[config.mk]
export PLATFORM = sky130hd
export DESIGN_NAME = rle_pattern_run_decoder_unit_flat
export DESIGN_NICKNAME = d
export VERILOG_FILES = /design/src/rtl/rpd_pkg.sv /design/src/rtl/rpd_if.sv /design/src/rtl/rpd_char_class.sv /design/src/rtl/rle_pattern_run_decoder_unit.sv /design/src/flat_wrapper.sv
export SDC_FILE = /design/constraint.sdc
export NUM_CORES = 1
export LEC_CHECK = 0
export ABC_AREA = 1
export BUFFER_PORTS_ARGS = -buffer_cell sky130_fd_sc_hd__buf_4
export CAP_MARGIN = 15
export CORE_UTILIZATION = 50
export DETAILED_ROUTE_END_ITERATION = 16
export PLACE_DENSITY = 0.72
export SYNTH_ARGS = -nofsm -noshare
export SYNTH_HDL_FRONTEND = slang
export SYNTH_SLANG_ARGS = --single-unit
[constraint.sdc]
create_clock -name clk -period 5.45 [get_ports clk]
set_input_delay 0.545 -clock clk [delete_from_list [all_inputs] [get_ports clk]]
set_output_delay 0.545 -clock clk [all_outputs]
set_load 0.01 [all_outputs]
[src/rtl/rpd_pkg.sv]
// Package: field widths, character codes and the character class struct of the RLE run decoder.
`timescale 1ns / 1ps

package rpd_pkg;

  localparam int CharWidth  = 8;
  localparam int CoordWidth = 16;
  localparam int DigitWidth = 4;

  typedef logic [CharWidth-1:0]  char_t;
  typedef logic [CoordWidth-1:0] coord_t;
  typedef logic [DigitWidth-1:0] digit_t;

  localparam char_t ChBang   = 8'h21;  // '!'
  localparam char_t ChDead   = 8'h62;  // 'b'
  localparam char_t ChLive   = 8'h6F;  // 'o'
  localparam char_t ChEol    = 8'h24;  // '$'
  localparam char_t ChHash   = 8'h23;  // '#'
  localparam char_t ChHeader = 8'h78;  // 'x'
  localparam char_t ChZero   = 8'h30;  // '0'
  localparam char_t ChNine   = 8'h39;  // '9'
  localparam char_t ChSpace  = 8'h20;
  localparam char_t ChTab    = 8'h09;
  localparam char_t ChLf     = 8'h0A;
  localparam char_t ChVt     = 8'h0B;
  localparam char_t ChFf     = 8'h0C;
  localparam char_t ChCr     = 8'h0D;

  typedef struct packed {
    logic   is_digit;
    logic   is_bang;
    logic   is_blank;
    logic   is_dead;
    logic   is_eol;
    logic   is_live;
    logic   is_header;
    digit_t digit;
  } char_class_t;

endpackage

[src/rtl/rpd_if.sv]
// Interfaces: character input channel and live run output channel.
`timescale 1ns / 1ps

interface rpd_char_if import rpd_pkg::*; ();
  logic  valid;
  logic  ready;
  char_t ch;
  logic  line_start;
  logic  pattern_start;

  modport source (output valid, ch, line_start, pattern_start, input ready);
  modport sink   (input valid, ch, line_start, pattern_start, output ready);
endinterface

interface rpd_run_if import rpd_pkg::*; ();
  logic   valid;
  logic   ready;
  coord_t run_x;
  coord_t run_y;
  coord_t run_length;

  modport source (output valid, run_x, run_y, run_length, input ready);
  modport sink   (input valid, run_x, run_y, run_length, output ready);
endinterface

[src/rtl/rpd_char_class.sv]
// Character classifier: decodes one pattern character into class flags and a digit value.
`timescale 1ns / 1ps

module rpd_char_class import rpd_pkg::*; (
  input  char_t       ch,
  output char_class_t cls
);

  char_t digit_off;

  assign digit_off = ch - ChZero;

  always_comb begin
    cls.is_digit  = (ch >= ChZero) && (ch <= ChNine);
    cls.is_bang   = (ch == ChBang);
    cls.is_blank  = (ch == ChSpace) || (ch == ChTab) || (ch == ChLf) ||
                    (ch == ChVt) || (ch == ChFf) || (ch == ChCr);
    cls.is_dead   = (ch == ChDead);
    cls.is_eol    = (ch == ChEol);
    cls.is_live   = (ch == ChLive);
    cls.is_header = (ch == ChHash) || (ch == ChHeader);
    cls.digit     = digit_off[DigitWidth-1:0];
  end

endmodule

[src/rtl/rle_pattern_run_decoder_unit.sv]
// Top level: RLE cell pattern decoder that turns a character stream into live runs.
`timescale 1ns / 1ps

// The decoder takes one character beat per clock and returns a beat for each
// live run ('o') it sees, carrying the run's column, row and length. A beat
// in passes through an input register, is decoded and applied to the
// position and count state as it leaves that register, and any run it causes
// is loaded into the output register on the same edge as that state update.
// Throughput is one character per cycle; the only thing that slows intake is
// a run waiting in the output register while the sink holds ready low, which
// stalls the decode stage and then the input register.
// Header and comment lines (first character '#' or 'x') are skipped, and
// everything after '!' is ignored until a beat with pattern_start arrives.

module rle_pattern_run_decoder_unit import rpd_pkg::*; (
  input  logic       clk,
  input  logic       rst,
  rpd_char_if.sink   chars,
  rpd_run_if.source  runs
);

  // Input register
  logic  q_valid;
  char_t q_ch;
  logic  q_ls;
  logic  q_ps;

  // Decoder state
  coord_t col_pos;
  coord_t row_pos;
  coord_t count_acc;
  logic   have_digits;
  logic   skip_line;
  logic   pattern_done;

  coord_t col_pos_next;
  coord_t row_pos_next;
  coord_t count_acc_next;
  logic   have_digits_next;
  logic   skip_line_next;
  logic   pattern_done_next;

  // Output register
  logic   out_valid;
  coord_t out_x;
  coord_t out_y;
  coord_t out_len;

  char_class_t cls;
  logic        advance;
  logic        commit;
  logic        emit;
  logic        line_begin;
  logic        active;
  coord_t      col_base;
  coord_t      row_base;
  coord_t      cnt_base;
  logic        hd_base;
  coord_t      run_n;
  coord_t      cnt_times_ten;

  rpd_char_class u_class (
    .ch  (q_ch),
    .cls (cls)
  );

  // The decode stage moves whenever the output register can take a beat.
  assign advance      = !out_valid || runs.ready;
  assign commit       = q_valid && advance;
  assign chars.ready  = !q_valid || advance;

  always_comb begin
    // A pattern start clears position and end flag and counts as a line start.
    line_begin = q_ls || q_ps;
    col_base   = q_ps ? '0 : col_pos;
    row_base   = q_ps ? '0 : row_pos;
    cnt_base   = line_begin ? '0 : count_acc;
    hd_base    = line_begin ? 1'b0 : have_digits;

    skip_line_next    = line_begin ? cls.is_header : skip_line;
    pattern_done_next = q_ps ? 1'b0 : pattern_done;
    active            = !pattern_done_next && !skip_line_next;

    col_pos_next     = col_base;
    row_pos_next     = row_base;
    count_acc_next   = cnt_base;
    have_digits_next = hd_base;

    // count * 10 as two shifts and an add, wrapping at 16 bits
    cnt_times_ten = (cnt_base << 3) + (cnt_base << 1);
    run_n         = hd_base ? cnt_base : coord_t'(1);
    emit          = 1'b0;

    if (active) begin
      if (cls.is_digit) begin
        count_acc_next   = cnt_times_ten + coord_t'(cls.digit);
        have_digits_next = 1'b1;
      end else if (cls.is_bang) begin
        count_acc_next    = '0;
        have_digits_next  = 1'b0;
        pattern_done_next = 1'b1;
      end else if (cls.is_blank) begin
        count_acc_next   = '0;
        have_digits_next = 1'b0;
      end else if (cls.is_dead) begin
        col_pos_next     = col_base + run_n;
        count_acc_next   = '0;
        have_digits_next = 1'b0;
      end else if (cls.is_eol) begin
        col_pos_next     = '0;
        row_pos_next     = row_base + run_n;
        count_acc_next   = '0;
        have_digits_next = 1'b0;
      end else if (cls.is_live) begin
        count_acc_next   = '0;
        have_digits_next = 1'b0;
        // an explicit zero count gives no run
        if (run_n != '0) begin
          emit         = 1'b1;
          col_pos_next = col_base + run_n;
        end
      end
    end
  end

  // Input register: load on each accepted beat, drain into the decode stage.
  always_ff @(posedge clk) begin
    if (rst) begin
      q_valid <= 1'b0;
    end else if (chars.ready) begin
      q_valid <= chars.valid;
    end
  end

  always_ff @(posedge clk) begin
    if (chars.valid && chars.ready) begin
      q_ch <= chars.ch;
      q_ls <= chars.line_start;
      q_ps <= chars.pattern_start;
    end
  end

  // Decoder state: update only when the held character is consumed.
  always_ff @(posedge clk) begin
    if (rst) begin
      col_pos      <= '0;
      row_pos      <= '0;
      count_acc    <= '0;
      have_digits  <= 1'b0;
      skip_line    <= 1'b0;
      pattern_done <= 1'b0;
    end else if (commit) begin
      col_pos      <= col_pos_next;
      row_pos      <= row_pos_next;
      count_acc    <= count_acc_next;
      have_digits  <= have_digits_next;
      skip_line    <= skip_line_next;
      pattern_done <= pattern_done_next;
    end
  end

  // Output register: hold a run until the sink takes it.
  always_ff @(posedge clk) begin
    if (rst) begin
      out_valid <= 1'b0;
    end else if (advance) begin
      out_valid <= commit && emit;
    end
  end

  always_ff @(posedge clk) begin
    if (commit && emit) begin
      out_x   <= col_base;
      out_y   <= row_base;
      out_len <= run_n;
    end
  end

  assign runs.valid      = out_valid;
  assign runs.run_x      = out_x;
  assign runs.run_y      = out_y;
  assign runs.run_length = out_len;

  // A run beat never carries length zero.
  a_len_nonzero: assert property (@(posedge clk) disable iff (rst)
    out_valid |-> (out_len != '0))
    else $error("run beat with zero length");

  // With the output register empty, intake never stalls.
  a_ready_when_empty: assert property (@(posedge clk) disable iff (rst)
    !out_valid |-> chars.ready)
    else $error("input stalled with empty output register");

  // A consumed '!' on a live line ends the pattern.
  a_bang_ends: assert property (@(posedge clk) disable iff (rst)
    (commit && active && cls.is_bang) |=> pattern_done)
    else $error("end flag not set after bang");

  // A run on the first character of a pattern starts at the origin.
  a_start_origin: assert property (@(posedge clk) disable iff (rst)
    (commit && emit && q_ps) |=> (out_valid && out_x == '0 && out_y == '0))
    else $error("first run of a pattern not at origin");

endmodule

[src/flat_wrapper.sv]
// flat-port wrapper written by rule: the top's interface ports become plain ports
module rle_pattern_run_decoder_unit_flat import rpd_pkg::*;
  (clk, rst, chars_valid, chars_ch, chars_line_start, chars_pattern_start, chars_ready, runs_valid, runs_run_x, runs_run_y, runs_run_length, runs_ready);
  rpd_char_if chars_i ();
  rpd_run_if runs_i ();
  input  logic clk;
  input  logic rst;
  input wire logic [$bits(chars_i.valid)-1:0] chars_valid;
  input wire logic [$bits(chars_i.ch)-1:0] chars_ch;
  input wire logic [$bits(chars_i.line_start)-1:0] chars_line_start;
  input wire logic [$bits(chars_i.pattern_start)-1:0] chars_pattern_start;
  output wire logic [$bits(chars_i.ready)-1:0] chars_ready;
  output wire logic [$bits(runs_i.valid)-1:0] runs_valid;
  output wire logic [$bits(runs_i.run_x)-1:0] runs_run_x;
  output wire logic [$bits(runs_i.run_y)-1:0] runs_run_y;
  output wire logic [$bits(runs_i.run_length)-1:0] runs_run_length;
  input wire logic [$bits(runs_i.ready)-1:0] runs_ready;
  assign chars_i.valid = chars_valid;
  assign chars_i.ch = chars_ch;
  assign chars_i.line_start = chars_line_start;
  assign chars_i.pattern_start = chars_pattern_start;
  assign chars_ready = chars_i.ready;
  assign runs_valid = runs_i.valid;
  assign runs_run_x = runs_i.run_x;
  assign runs_run_y = runs_i.run_y;
  assign runs_run_length = runs_i.run_length;
  assign runs_i.ready = runs_ready;
  rle_pattern_run_decoder_unit u_core (.clk(clk), .rst(rst), .chars(chars_i), .runs(runs_i));
endmodule
# After elaboration in Yosys (flattened, before gate mapping)
# Cells that the tools add are included.
[word_totals]
regBits = 111
out_inout_bits = 50
[classes]
n_addsub = 5
n_lt_le_gt_ge = 2
eq_ne = 12
reduce_logical = 19
n_mux = 46
[ops]
columns = ["op", "n"]
rows = [
  ["two-way mux 16 bit", 25],
  ["adder 16 bit", 3],
  ["equality test 8 x 4 -> 1 bit, second input constant", 5],
  ["equality test 8 x 6 -> 1 bit, second input constant", 4],
  ["equality test 8 x 7 -> 1 bit, second input constant", 3],
  ["two-way mux 1 bit", 21],
  ["adder 16 x 4 -> 16 bit", 1],
  ["nonzero test 16 bit", 1],
  ["logical OR 1 bit", 9],
  ["greater-or-equal comparator 8 x 6 -> 1 bit, second input constant", 1],
  ["<= comparator 8 x 6 -> 1 bit, second input constant", 1],
  ["logical AND 1 bit", 5],
  ["logical NOT 1 bit", 4],
  ["subtractor 4 x 1 -> 4 bit, second input constant", 1],
]

# Depth between registers and ports, before layout
[logic_depth]
word_depth = 13
depth_mapped = 21
ltp_nobuf = 20

# By module
# A second synthesis with hierarchy kept.
[hier_totals]
cells_unflattened = 1144
hier_area_um2 = 8041.5
[by_module_without_submodules]
columns = ["module", "cells_each", "instances", "area_per_inst_um2"]
rows = [
  ["rle_pattern_run_decoder_unit", 1096, 1, 7817.5],
  ["rpd_char_class", 48, 1, 224.0],
]

# Least setup slack after synthesis
# No wires, ideal clock.
[synth_timing]
path_type = "register to register"
from = "register u_core.q_ps"
to = "register u_core.out_len[0] (netlist: u_core.runs.run_length[0]) (enable)"
setup_slack_ps = 322
synth_period_minus_slack_ps = 5128
path_buffers = 0
t_arrival_ps = 4613
required_ps = 4935
path_stages_with_launch = 8
cell_sequence = "edfxtp_1 > nor2_4 > nand2_1 > nor2_1 > nor4_1 > nand2_1 > nand2_2 > nor3_1"
[synth_via]
elab_chain_cells = 13
[synth_rtl]
columns = ["element", "line", "rtl"]
rows = [
  ["from (decl)", "rle_pattern_run_decoder_unit.sv:26", "logic q_ps;"],
  ["from (signal assigned)", "rle_pattern_run_decoder_unit.sv:139", "q_ps <= chars.pattern_start;"],
  ["logical OR 1 bit *", "rle_pattern_run_decoder_unit.sv:74", "line_begin = q_ls || q_ps;"],
  ["two-way mux 16 bit or two-way mux 1 bit (tied branches)", "rle_pattern_run_decoder_unit.sv:77, rle_pattern_run_decoder_unit.sv:78", ""],
  ["two-way mux 16 bit *", "rle_pattern_run_decoder_unit.sv:91", "run_n = hd_base ? cnt_base : coord_t'(1);"],
  ["via u_core.run_n[12]", "rle_pattern_run_decoder_unit.sv:59", "coord_t run_n;"],
  ["nonzero test 16 bit *", "rle_pattern_run_decoder_unit.sv:118", "if (run_n != '0) begin"],
  ["two-way mux 1 bit *", "rle_pattern_run_decoder_unit.sv:118", ""],
  ["two-way mux 1 bit *", "rle_pattern_run_decoder_unit.sv:114", "end else if (cls.is_live) begin"],
  ["two-way mux 1 bit *", "rle_pattern_run_decoder_unit.sv:109", "end else if (cls.is_eol) begin"],
  ["two-way mux 1 bit *", "rle_pattern_run_decoder_unit.sv:105", "end else if (cls.is_dead) begin"],
  ["two-way mux 1 bit *", "rle_pattern_run_decoder_unit.sv:102", "end else if (cls.is_blank) begin"],
  ["two-way mux 1 bit *", "rle_pattern_run_decoder_unit.sv:98", "end else if (cls.is_bang) begin"],
  ["two-way mux 1 bit *", "rle_pattern_run_decoder_unit.sv:95", "if (cls.is_digit) begin"],
  ["two-way mux 1 bit *", "rle_pattern_run_decoder_unit.sv:94", "if (active) begin"],
  ["logical AND 1 bit *", "rle_pattern_run_decoder_unit.sv:172", "if (commit && emit) begin"],
  ["to (signal assigned)", "rle_pattern_run_decoder_unit.sv:175", "out_len <= run_n;"],
  ["to (decl)", "rle_pattern_run_decoder_unit.sv:47", "coord_t out_len;"],
]
# Mark *: on every way through the listed nets, which the timed path passes. The rest lies on a longest branch.
# A chain may end at the register's enable or synchronous reset.

# Final worst setup path
[layout_timing]
from = "register u_core.q_ps"
to = "register u_core.col_pos[14]"
[layout_via]
elab_chain_cells = 12
[layout_rtl]
columns = ["element", "line", "rtl"]
rows = [
  ["logical OR 1 bit *", "rle_pattern_run_decoder_unit.sv:74", ""],
  ["two-way mux 16 bit or two-way mux 1 bit (tied branches)", "rle_pattern_run_decoder_unit.sv:77, rle_pattern_run_decoder_unit.sv:78", ""],
  ["two-way mux 16 bit *", "rle_pattern_run_decoder_unit.sv:91", ""],
  ["via u_core.run_n[1]", "rle_pattern_run_decoder_unit.sv:59", ""],
  ["adder 16 bit or nonzero test 16 bit (tied branches)", "rle_pattern_run_decoder_unit.sv:106, rle_pattern_run_decoder_unit.sv:120, rle_pattern_run_decoder_unit.sv:118", ""],
  ["two-way mux 16 bit", "rle_pattern_run_decoder_unit.sv:118", ""],
  ["two-way mux 16 bit", "rle_pattern_run_decoder_unit.sv:114", ""],
  ["two-way mux 16 bit", "rle_pattern_run_decoder_unit.sv:109", ""],
  ["two-way mux 16 bit *", "rle_pattern_run_decoder_unit.sv:105", ""],
  ["two-way mux 16 bit *", "rle_pattern_run_decoder_unit.sv:102", ""],
  ["two-way mux 16 bit *", "rle_pattern_run_decoder_unit.sv:98", ""],
  ["two-way mux 16 bit *", "rle_pattern_run_decoder_unit.sv:95", ""],
  ["two-way mux 16 bit *", "rle_pattern_run_decoder_unit.sv:94", ""],
  ["to (signal assigned)", "rle_pattern_run_decoder_unit.sv:153", "col_pos <= col_pos_next;"],
  ["to (decl)", "rle_pattern_run_decoder_unit.sv:29", "coord_t col_pos;"],
]
# Marks and branches as above.

==> results.yml <==
cts:
  hold_bufs_inserted_after_cts: 0
  total_cts_buffers: 9
  clkLatencyLatePin_ns: 0.37
  htreeDepth: 3
  ctsRootBufferMaster: "sky130_fd_sc_hd__clkbuf_16"
  post-cts-setup-buffer-count: 0
  worst_setup_hold_path_clk_slew_ns: 0.07
  cts_resized: 0
  clock_sinks: 111
  clock_tree_from_tritoncts: "built"
  ctsLongestPathBuffers: 2
timing:
  timing.final.crit_share_pct: 77.0
  fin_skew_ns: 0.0144
  setup-tns-final_ns: 0
  final_critical_path_time_including_i_o_delays_and_setup_ns: 4.20
  worst_slew_pin_slew_ns: 0.821
  timing.slew.headroom_pct: 45.0
  final_max_slew_viol_count: 0
  setup_slack_ns: 1.25
  finalHoldWorstSlack_ns: 0.355
  report.final.hold_viol_count: 0
  clock.fmax_mhz: 238
  timing.final.setup_violations: 0
  rsz0062_at_grt: "false"
worst_setup_path:
  worstSetupStartpoint: "u_core.q_ps$_DFFE_PP_"
  endpoint_kind: "flip-flop"
  setup.worst_path.end: "u_core.col_pos[14]$_SDFFE_PP0P_"
  critPathMaxFanout: 24
  reg2reg_to: "u_core.col_pos[14]$_SDFFE_PP0P_"
  critical_path.startpoint_type: "flip-flop"
  critical_path_data_arrival_time_ns: 4.49
  r2r_start: "u_core.q_ps$_DFFE_PP_"
  timing.reg2reg.setup_slack_ns: 1.25
  r2r_cells: 18
  critPathKind: "flip-flop to flip-flop"
  worstPathRequired_ns: 5.74
global_route:
  antenna_violations_before_repair: 0
  grt_util_all_layers_pct: 27.7
  grt_pass1_vias: 6788
  globalRouteOverflowTotal: 0
  grt_pass1_wl_um: 33900
  grt_start_max_net_pins: 33
yosys:
  number_of_flops_mapped_to_enable_cells_by_yosys: 58
  yosys.area.top_type: "sky130_fd_sc_hd__edfxtp_1"
  yosys.cell_types.count: 40
  syn-num-nets: 1149
  yosysWarningCount: 0
  synth_top_area_share_pct: 22.9
  synthMostInstantiatedCell: "sky130_fd_sc_hd__nand2_1"
  yosys-top-cells-count: "sky130_fd_sc_hd__nand2_1 (270), sky130_fd_sc_hd__inv_1 (161), sky130_fd_sc_hd__nor2_1 (112)"
  synth_cells: 1085
  async_set_or_reset_flop_fraction_in_the_synthesized_netlist_pct: 0
  syn_avg_cell_area_um2: 7.00
  synthFlopType: "sky130_fd_sc_hd__edfxtp_1"
  ranking_of_synthesized_cells_by_area: "sky130_fd_sc_hd__edfxtp_1 (23%), sky130_fd_sc_hd__dfxtp_1 (14%), sky130_fd_sc_hd__nand2_1 (13%), sky130_fd_sc_hd__inv_1 (8.0%), sky130_fd_sc_hd__ha_1 (7.6%)"
  synth-seq-area-share_pct: 36.9
  mappedNetlistArea_um2: 7600
  yosys_register_bits: 111
detailed_routing:
  post_drt_wl_per_cell_um: 15.8
  drcViolationCount: 4
  routed-wl-met2_um: 9330
  drt_iter0_drc: 592
  antenna_violating_nets_remaining: 0
  dr_total_vias: 7387
  drt_pre_antenna_iters: 12
  top_layer_used: "met4"
  route.detailed.vias_per_inst: 5.56
  postRouteWirelength_um: 21000
  post_route_met1_wirelength_um: 9170
  met3_wirelength_um: 1640
cells_and_area:
  fill_cells: 1423
  fin_cells: 1329
  multi_input_area_um2: 4070
  register_area_um2: 2800
  share_of_cells_above_drive_strength_1_pct: 9.43
  antenna-diode-count: 0
  nets: 1204
  synthToLayoutAreaGrowth_pct: 12.4
status:
  violations: "design-rule violations"
  outcome: "finished with violations"
placed_design:
  buffer_ports.inserted: 63
  placed_cells_incl_taps: 1313
  weighted_congestion_reported_at_the_end_of_routability_driven_placement: 0.958
  placement.setup.worst_slack_ns: 1.31
  detailed_place_hpwl_um: 15800
power:
  vdd_drop_max_mv: 0.241
  static_power_due_to_leakage_uw: 0.00418
  design_power_total_uw: 1750
  pwr_density_nw_per_um2: 205
floorplanning:
  floorplan.die_area_um2: 15700
  dieWidth_um: 125
  pin_count: 64
  core_um2: 14700
  die_height_um: 125
  standard_cell_row_count: 44
  initial_utilization_pct: 51.7
job:
  drv_cap: 0
min_path:
  hold_path.class: "input port to flip-flop"
==> area by class of cell <==
type | instances | area share [%]
clock buffer | 10 | 2.68
clock inverter | 6 | 0.791
inverter | 164 | 7.21
multi-input combinational | 784 | 47.7
sequential | 111 | 32.8
tap | 184 | 2.70
timing repair buffer | 70 | 6.15
==> flip-flops by register name, indices dropped and copies added (netlist names), 8 cells and up <==
signal	cells
u_core.count_acc	16
u_core.runs.run_length	16
u_core.runs.run_y	16
u_core.runs.run_x	16
u_core.q_ch	8
u_core.col_pos	16
u_core.row_pos	16
==> power by group <==
part           leakage, µW  internal (µW)  total, µW  switching [µW]
Sequential         0.00100            895        915            20.0
Combinational      0.00304           51.4        165             114
Clock             0.000147            359        673             314
Total              0.00418           1310       1750             448
==> per-layer routing <==
metal,up-vias,GRT usage (%)
li1,3692,-
met1,3375,36.5
met2,273,43.8
met3,47,5.13
met4,0,13.7
met5,-,0
==> through the flow <==
step           instance area, µm²  util (%)
2_1_floorplan                7600         -
3_3_place_gp                 8240      56.1
3_5_place_dp                 8240      56.1
4_1_cts                      8540      58.1
5_1_grt                      8540      58.1
6_report                     8540      58.1
==> worst min path at each step <==
stage,slack (ns),from,end,cells past startpoint
after CTS,0.34,chars_ch[4],u_core.q_ch[4]$_DFFE_PP_,1
after floorplan,0.45,u_core.count_acc[11]$_SDFFE_PP0P_,u_core.count_acc[11]$_SDFFE_PP0P_,2
final,0.35,chars_ch[4],u_core.q_ch[4]$_DFFE_PP_,1
after global routing,0.34,chars_ch[5],u_core.q_ch[5]$_DFFE_PP_,1
after detailed placement,0.46,u_core.col_pos[7]$_SDFFE_PP0P_,u_core.col_pos[7]$_SDFFE_PP0P_,2
after global placement,0.45,u_core.row_pos[5]$_SDFFE_PP0P_,u_core.row_pos[5]$_SDFFE_PP0P_,2
==> logic make-up after synthesis <==
| family | share of synthesized area (%) |
|---|---|
| XOR/XNOR | 1.38 |
| AND/OR/NAND/NOR | 28.3 |
| flip-flops | 36.9 |
| buffers and inverters | 9.63 |
| AO/OA/AOI/OAI | 15.2 |
| adder cells (fa/ha/maj) | 8.63 |
==> critical path: stages, from the launching register on <==
cell	delay (ns)
sky130_fd_sc_hd__edfxtp_1	0.65
sky130_fd_sc_hd__inv_2	0.49
sky130_fd_sc_hd__nand2_1	0.45
sky130_fd_sc_hd__nor2_1	0.36
sky130_fd_sc_hd__inv_1	0.07
sky130_fd_sc_hd__nor2_1	0.49
sky130_fd_sc_hd__inv_1	0.12
sky130_fd_sc_hd__fa_1	0.42
sky130_fd_sc_hd__inv_1	0.07
sky130_fd_sc_hd__a31oi_1	0.07
sky130_fd_sc_hd__nand2_1	0.17
sky130_fd_sc_hd__nand2_1	0.07
sky130_fd_sc_hd__nand2_1	0.15
sky130_fd_sc_hd__nand2_1	0.11
sky130_fd_sc_hd__nand4_1	0.10
sky130_fd_sc_hd__nand3_1	0.08
sky130_fd_sc_hd__nand2_1	0.06
sky130_fd_sc_hd__nand2_1	0.04
sky130_fd_sc_hd__a21oi_1	0.15
==> cell usage in the layout, fill, tap and decap left out, types with 2 or more instances in the layout <==
master,n
sky130_fd_sc_hd__a31oi_1,6
sky130_fd_sc_hd__nand3_1,78
sky130_fd_sc_hd__nor2_2,4
sky130_fd_sc_hd__xnor2_1,3
sky130_fd_sc_hd__nand4_1,23
sky130_fd_sc_hd__a21boi_2,2
sky130_fd_sc_hd__ha_1,46
sky130_fd_sc_hd__a21oi_1,109
sky130_fd_sc_hd__nand3b_1,2
sky130_fd_sc_hd__nor3_1,9
sky130_fd_sc_hd__nand2_2,7
sky130_fd_sc_hd__nor2_4,2
sky130_fd_sc_hd__clkinv_4,2
sky130_fd_sc_hd__or2_2,2
sky130_fd_sc_hd__clkbuf_16,9
sky130_fd_sc_hd__inv_1,161
sky130_fd_sc_hd__nor2_1,112
sky130_fd_sc_hd__edfxtp_1,58
sky130_fd_sc_hd__a221oi_1,7
sky130_fd_sc_hd__o21bai_1,8
sky130_fd_sc_hd__xor2_1,9
sky130_fd_sc_hd__nand2_1,269
sky130_fd_sc_hd__inv_2,3
sky130_fd_sc_hd__buf_4,70
sky130_fd_sc_hd__o21ai_0,66
sky130_fd_sc_hd__fa_1,4
sky130_fd_sc_hd__dfxtp_1,53
sky130_fd_sc_hd__o211ai_1,3
sky130_fd_sc_hd__a21o_1,2
Power figures use the tool's default switching activity.
